**src/hw/rtl/tglc_pkg.sv**
```systemverilog
// package for the tile grid collision line checker
// shared constants, operation codes, tile codes and the validity function
`default_nettype none
package tglc_pkg;
    localparam int MAP_SIDE_DEF  = 64;
    localparam int FRAC_BITS_DEF = 8;
    localparam int COORD_W       = 16;
    localparam int DIM_W         = 7;
    localparam int CODE_W        = 3;

    localparam logic [2:0] OP_LOAD    = 3'd0;
    localparam logic [2:0] OP_BLOCK   = 3'd1;
    localparam logic [2:0] OP_UNBLOCK = 3'd2;
    localparam logic [2:0] OP_SIGHT   = 3'd3;
    localparam logic [2:0] OP_MOVE    = 3'd4;
    localparam logic [2:0] OP_CHECK   = 3'd5;

    localparam logic [2:0] TC_FREE   = 3'd0;
    localparam logic [2:0] TC_WALL   = 3'd1;
    localparam logic [2:0] TC_HWALL  = 3'd2;
    localparam logic [2:0] TC_MAP    = 3'd3;
    localparam logic [2:0] TC_MAPALT = 3'd4;
    localparam logic [2:0] TC_ENTITY = 3'd5;
    localparam logic [2:0] TC_ALLY   = 3'd6;

    localparam logic [1:0] MK_FLYING     = 2'd1;
    localparam logic [1:0] MK_INTANGIBLE = 2'd2;
    localparam logic [1:0] CK_ALL        = 2'd1;
    localparam logic [1:0] CK_HERO       = 2'd2;

    localparam logic [0:0] REG_WIDTH  = 1'd0;
    localparam logic [0:0] REG_HEIGHT = 1'd1;

    // tile validity for a movement and collide kind
    function automatic logic valid_code(input logic [2:0] code, input logic [1:0] mk,
                                        input logic [1:0] ck);
        logic r;
        begin
            if (ck == CK_ALL && (code == TC_ENTITY || code == TC_ALLY)) r = 1'b0;
            else if (ck == CK_HERO && code == TC_ALLY) r = 1'b1;
            else if (mk == MK_INTANGIBLE) r = 1'b1;
            else if (mk == MK_FLYING) r = !(code == TC_WALL || code == TC_HWALL);
            else r = (code == TC_FREE || code == TC_MAP || code == TC_MAPALT);
            return r;
        end
    endfunction
endpackage
`default_nettype wire

```
**src/hw/rtl/tglc_div.sv**
```systemverilog
// restoring divider, one quotient bit per cycle
// depends on tglc_pkg for the coordinate width and the default fraction width
`default_nettype none
module tglc_div import tglc_pkg::*; #(
    parameter int FRAC_BITS = FRAC_BITS_DEF
) (
    input  wire logic                 i_clk,
    input  wire logic                 i_rst_n,
    input  wire logic                 i_start,
    input  wire logic [COORD_W-1:0]   i_num,
    input  wire logic [COORD_W-1:0]   i_den,
    output logic                      o_done,
    output logic [FRAC_BITS:0]        o_quot
);
    // quotient is at most 1.0 since num <= den
    localparam int QW = FRAC_BITS + 1;
    localparam int CW = $clog2(QW + 1);

    logic [COORD_W:0]   r_rem;
    logic [COORD_W-1:0] r_den;
    logic [QW-1:0]      r_q;
    logic [CW-1:0]      r_cnt;
    logic               r_busy;
    logic [COORD_W+1:0] n_trial;

    assign n_trial = {r_rem, 1'b0} - {2'b00, r_den};

    // shift and subtract
    always_ff @(posedge i_clk) begin
        if (!i_rst_n) begin
            r_busy <= 1'b0;
            r_cnt  <= '0;
        end else if (i_start) begin
            r_busy <= 1'b1;
            r_cnt  <= CW'(QW);
            r_rem  <= {1'b0, i_num};
            r_den  <= i_den;
            r_q    <= '0;
        end else if (r_busy) begin
            if (r_cnt == CW'(QW)) begin
                // first bit: integer part, num >= den
                if ({1'b0, r_rem} >= {2'b00, r_den}) begin
                    r_rem <= r_rem - {1'b0, r_den};
                    r_q   <= {r_q[QW-2:0], 1'b1};
                end else begin
                    r_q   <= {r_q[QW-2:0], 1'b0};
                end
            end else if (!n_trial[COORD_W+1]) begin
                r_rem <= n_trial[COORD_W:0];
                r_q   <= {r_q[QW-2:0], 1'b1};
            end else begin
                r_rem <= {r_rem[COORD_W-1:0], 1'b0};
                r_q   <= {r_q[QW-2:0], 1'b0};
            end
            r_cnt <= r_cnt - 1'b1;
            if (r_cnt == CW'(1)) r_busy <= 1'b0;
        end
    end

    assign o_done = r_busy && (r_cnt == CW'(1));
    assign o_quot = (r_cnt == CW'(1)) ? {r_q[QW-2:0], ~n_trial[COORD_W+1]} : r_q;
endmodule
`default_nettype wire

```
**config.mk**
```make
export PLATFORM = sky130hd
export DESIGN_NAME = tglc_div
export DESIGN_NICKNAME = d
export VERILOG_FILES = /design/src/hw/rtl/tglc_pkg.sv /design/src/hw/rtl/tglc_div.sv
export SDC_FILE = /design/constraint.sdc
export NUM_CORES = 1
export LEC_CHECK = 0
export ABC_AREA = 1
export BUFFER_PORTS_ARGS = -buffer_cell sky130_fd_sc_hd__buf_2
export CORE_MARGIN = 2
export CORE_UTILIZATION = 55
export DETAILED_ROUTE_END_ITERATION = 16
export MAX_ROUTING_LAYER = met4
export PLACE_DENSITY = 0.85
export SYNTH_ARGS = -nofsm -noshare
export SYNTH_HDL_FRONTEND = slang
export SYNTH_SLANG_ARGS = --single-unit
```
**constraint.sdc**
```tcl
create_clock -name i_clk -period 3.47 [get_ports i_clk]
set_input_delay 0.347 -clock i_clk [delete_from_list [all_inputs] [get_ports i_clk]]
set_output_delay 0.347 -clock i_clk [all_outputs]
set_load 0.02 [all_outputs]
```
==> results.py <==
metrics = {
    "yosys": {
        "muxShareOfSynthArea_pct": 0,
        "ys_warn_count": 0,
        "syn_area_per_cell_um2": 6.92,
        "yosys.area_share.simple_pct": 31.7,
        "synth_compound_area_share_pct": 12.0,
        "syn-num-nets": 669,
        "ys_ff_latch": 47,
        "ys_seq_area_share_pct": 32.8,
        "synth_adder_area_share_pct": 10.9,
        "synth_top_family_by_area": "simple AND/OR/NAND/NOR gates",
        "synth_xor_xnor_area_share_pct": 2.32,
        "syn_area_um2": 4150,
        "syn_inst": 599,
        "synth_cell_types": 35,
    },
    "floorplan": {
        "rows": 31,
        "die_w_um": 90.8,
        "die_h_um": 90.8,
        "die_area_um2": 8250,
        "start_util_pct": 56.9,
        "core_um2": 7290,
        "ios": 45,
    },
    "power_and_ir_drop": {
        "clockPowerShare_pct": 18.8,
        "p_leak_nw": 2.33,
        "p_sw_mw": 0.742,
        "power.density_nw_per_um2": 404,
        "p_total_mw": 1.84,
        "p_int_mw": 1.09,
        "switching_share_pct": 40.4,
        "comb_power_share_pct": 42.7,
        "power_frac_seq_pct": 38.5,
        "peakVddDrop_v": 0.000258,
    },
    "run": {
        "maxCapViolCount": 0,
    },
    "timing": {
        "hold_viol_final": 0,
        "clock-skew-final_ps": 9.73,
        "rsz0062_at_grt": "no",
        "maxSlewHeadroom_pct": 47.5,
        "setup_violations": 0,
        "period_share_pct": 83.3,
        "layout_min_cycle_time_ps": 2890,
        "worst_pin_slew_ps": 786,
        "tns_ps": 0,
        "setup_slack_ps": 580,
        "fmax_mhz": 346,
        "drv_slew": 0,
        "hold_ws_ps": 210,
    },
    "cells_and_area": {
        "syn_to_final_growth_pct": 9.75,
        "multi_input_area_um2": 2360,
        "nets": 712,
        "final_util_pct": 62.4,
        "nFillCells": 701,
        "diodes": 0,
        "drive_above_1_share_pct": 12.0,
        "final_cells": 742,
        "regArea_um2": 1360,
        "final_area_um2": 4550,
    },
    "clock_network": {
        "clk_pin_slew_ps": 100,
        "clock_latency_ps": 300,
        "cts_root_buf": "clkbuf_8",
        "cts_tree": "built",
        "clockBufferDepth": 2,
        "numCtsBuffers": 5,
        "cts_resized": 0,
        "holdBufCountCts": 0,
        "cts_setup_buffers": 0,
        "clock-sinks": 47,
        "h-tree-depth": 2,
    },
    "grt": {
        "grt_usage_pct": 28.2,
        "grt_pass1_wl_mm": 18.3,
        "antenna_found_initial": 0,
        "grt_max_degree": 29,
        "grt_pass1_vias": 3915,
        "gr-total-overflow": 0,
    },
    "worst_setup_path": {
        "path_class": "flip-flop to output pin",
        "setup.worst_path.start_class": "flip-flop",
        "endpoint_kind": "output pin",
        "crit_fanout": 17,
        "critPathRequiredTime_ps": 3120,
        "cp.arrival_ps": 2540,
    },
    "detailed_routing": {
        "viasPerCell": 5.55,
        "drtIter0Drc": 433,
        "drt-pass1-iter-count": 5,
        "antenna_left": 0,
        "wl_per_cell_um": 14.7,
        "drc": 0,
        "vias": 4116,
        "routed_wl_mm": 10.9,
    },
    "status": {
        "status": "completed",
    },
    "placement": {
        "post_dp_cell_area_um2": 4460,
        "pre_cts_ws_ps": 881,
        "port_buffers": 44,
        "place_congestion": 0.962,
        "dp_hpwl_mm": 8.49,
        "placedCellCount": 734,
    },
    "worst_hold_path": {
        "hold_class": "input port to flip-flop",
    },
}
==> Yosys cell counts, drive strengths merged <==
cell type | instances | area (um^2)
nand3 | 51 | 270
buf | 5 | 36.3
a21o | 3 | 22.5
dfxtp | 5 | 100
ha | 33 | 413
inv | 96 | 360
xor2 | 2 | 17.5
o21a | 1 | 7.51
nand4 | 6 | 37.5
and3 | 1 | 6.26
nor2 | 61 | 236
o21ai | 30 | 150
o211ai | 1 | 7.51
xnor2 | 9 | 78.8
o21bai | 3 | 22.5
and2 | 1 | 6.26
a31oi | 2 | 12.5
a21oi | 50 | 262
nand3b | 7 | 52.6
edfxtp | 42 | 1260
fa | 2 | 40.0
a211oi | 1 | 7.51
o22ai | 1 | 6.26
clkbuf | 7 | 26.3
nand2 | 178 | 701
nor3 | 1 | 5.00
==> power groups by stage <==
stage | Clock [mW] | Combinational (mW) | Sequential (mW)
after floorplan | 0 | 0.587 | 0.709
after CTS | 0.347 | 0.772 | 0.706
after global routing | 0.363 | 0.884 | 0.712
after detailed placement | 0 | 0.766 | 0.719
final | 0.345 | 0.784 | 0.707
after global placement | 0 | 0.751 | 0.716
==> cell type report <==
| class | instances | share of cell area, % |
|---|---|---|
| multi-input combinational | 444 | 51.9 |
| sequential | 47 | 29.9 |
| timing repair buffer | 48 | 5.50 |
| clock buffer | 5 | 1.51 |
| inverter | 96 | 7.92 |
| clock inverter | 3 | 0.522 |
| tap | 99 | 2.72 |
==> logic make-up (layout without fill, tap and decap cells) <==
kind of cell,after synthesis,count (layout)
AND/OR/NAND/NOR,306,306
buffers and inverters,108,152
AO/OA/AOI/OAI,92,92
XOR/XNOR,11,11
adder cells (fa/ha/maj),35,35
flip-flops,47,47
==> placed cells by master (no fill, tap or decap), drive strengths merged <==
cell	Yosys	routed
nand2	178	178
inv	96	97
nor2	61	61
nand3	51	51
a21oi	50	50
buf	5	48
edfxtp	42	42
ha	33	33
o21ai	30	30
xnor2	9	9
nand3b	7	7
nand4	6	6
clkbuf	7	5
dfxtp	5	5
a21o	3	3
o21bai	3	3
a31oi	2	2
xor2	2	2
fa	2	2
clkinvlp	0	2
and3	1	1
o21a	1	1
o22ai	1	1
o211ai	1	1
a211oi	1	1
and2	1	1
nor3	1	1
==> registers in the layout, summed over array words and instances (netlist names) <==
| register | flops |
|---|---|
| r_busy | 1 |
| r_cnt | 4 |
| r_den | 16 |
| r_q | 9 |
| r_rem | 17 |
==> worst max-delay path, stage by stage (launching register included) <==
cell and delay (ps):
edfxtp_1 450, ha_1 440, nand2_1 140, nand2_1 90, nand2_1 70, nand2_1 40
nand2_1 70, nand3_2 100, nand2_2 150, nand2_2 90, nand2_2 100, nand2_4 160
o21ai_1 160, buf_2 190
==> per-layer routing <==
metal  routed length (um)  track usage [%]  up-vias
met4                  156             6.82        0
li1                     -                -     2034
met2                 5230             47.3      176
met1                 4660             36.1     1890
met5                    0                -        -
met3                  875             4.09       16
==> path summary, 6_finish.rpt <==
kind	from	to	slack, ps	depth (start not counted)
max	r_rem[1]	o_quot[0]	580	13
min	i_den[3]	r_den[3]	210	1
max reg2reg	r_rem[4]	r_rem[1]	840	11
min reg2reg	r_cnt[3]	r_cnt[3]	520	2
(Power assumes the default switching activity.)
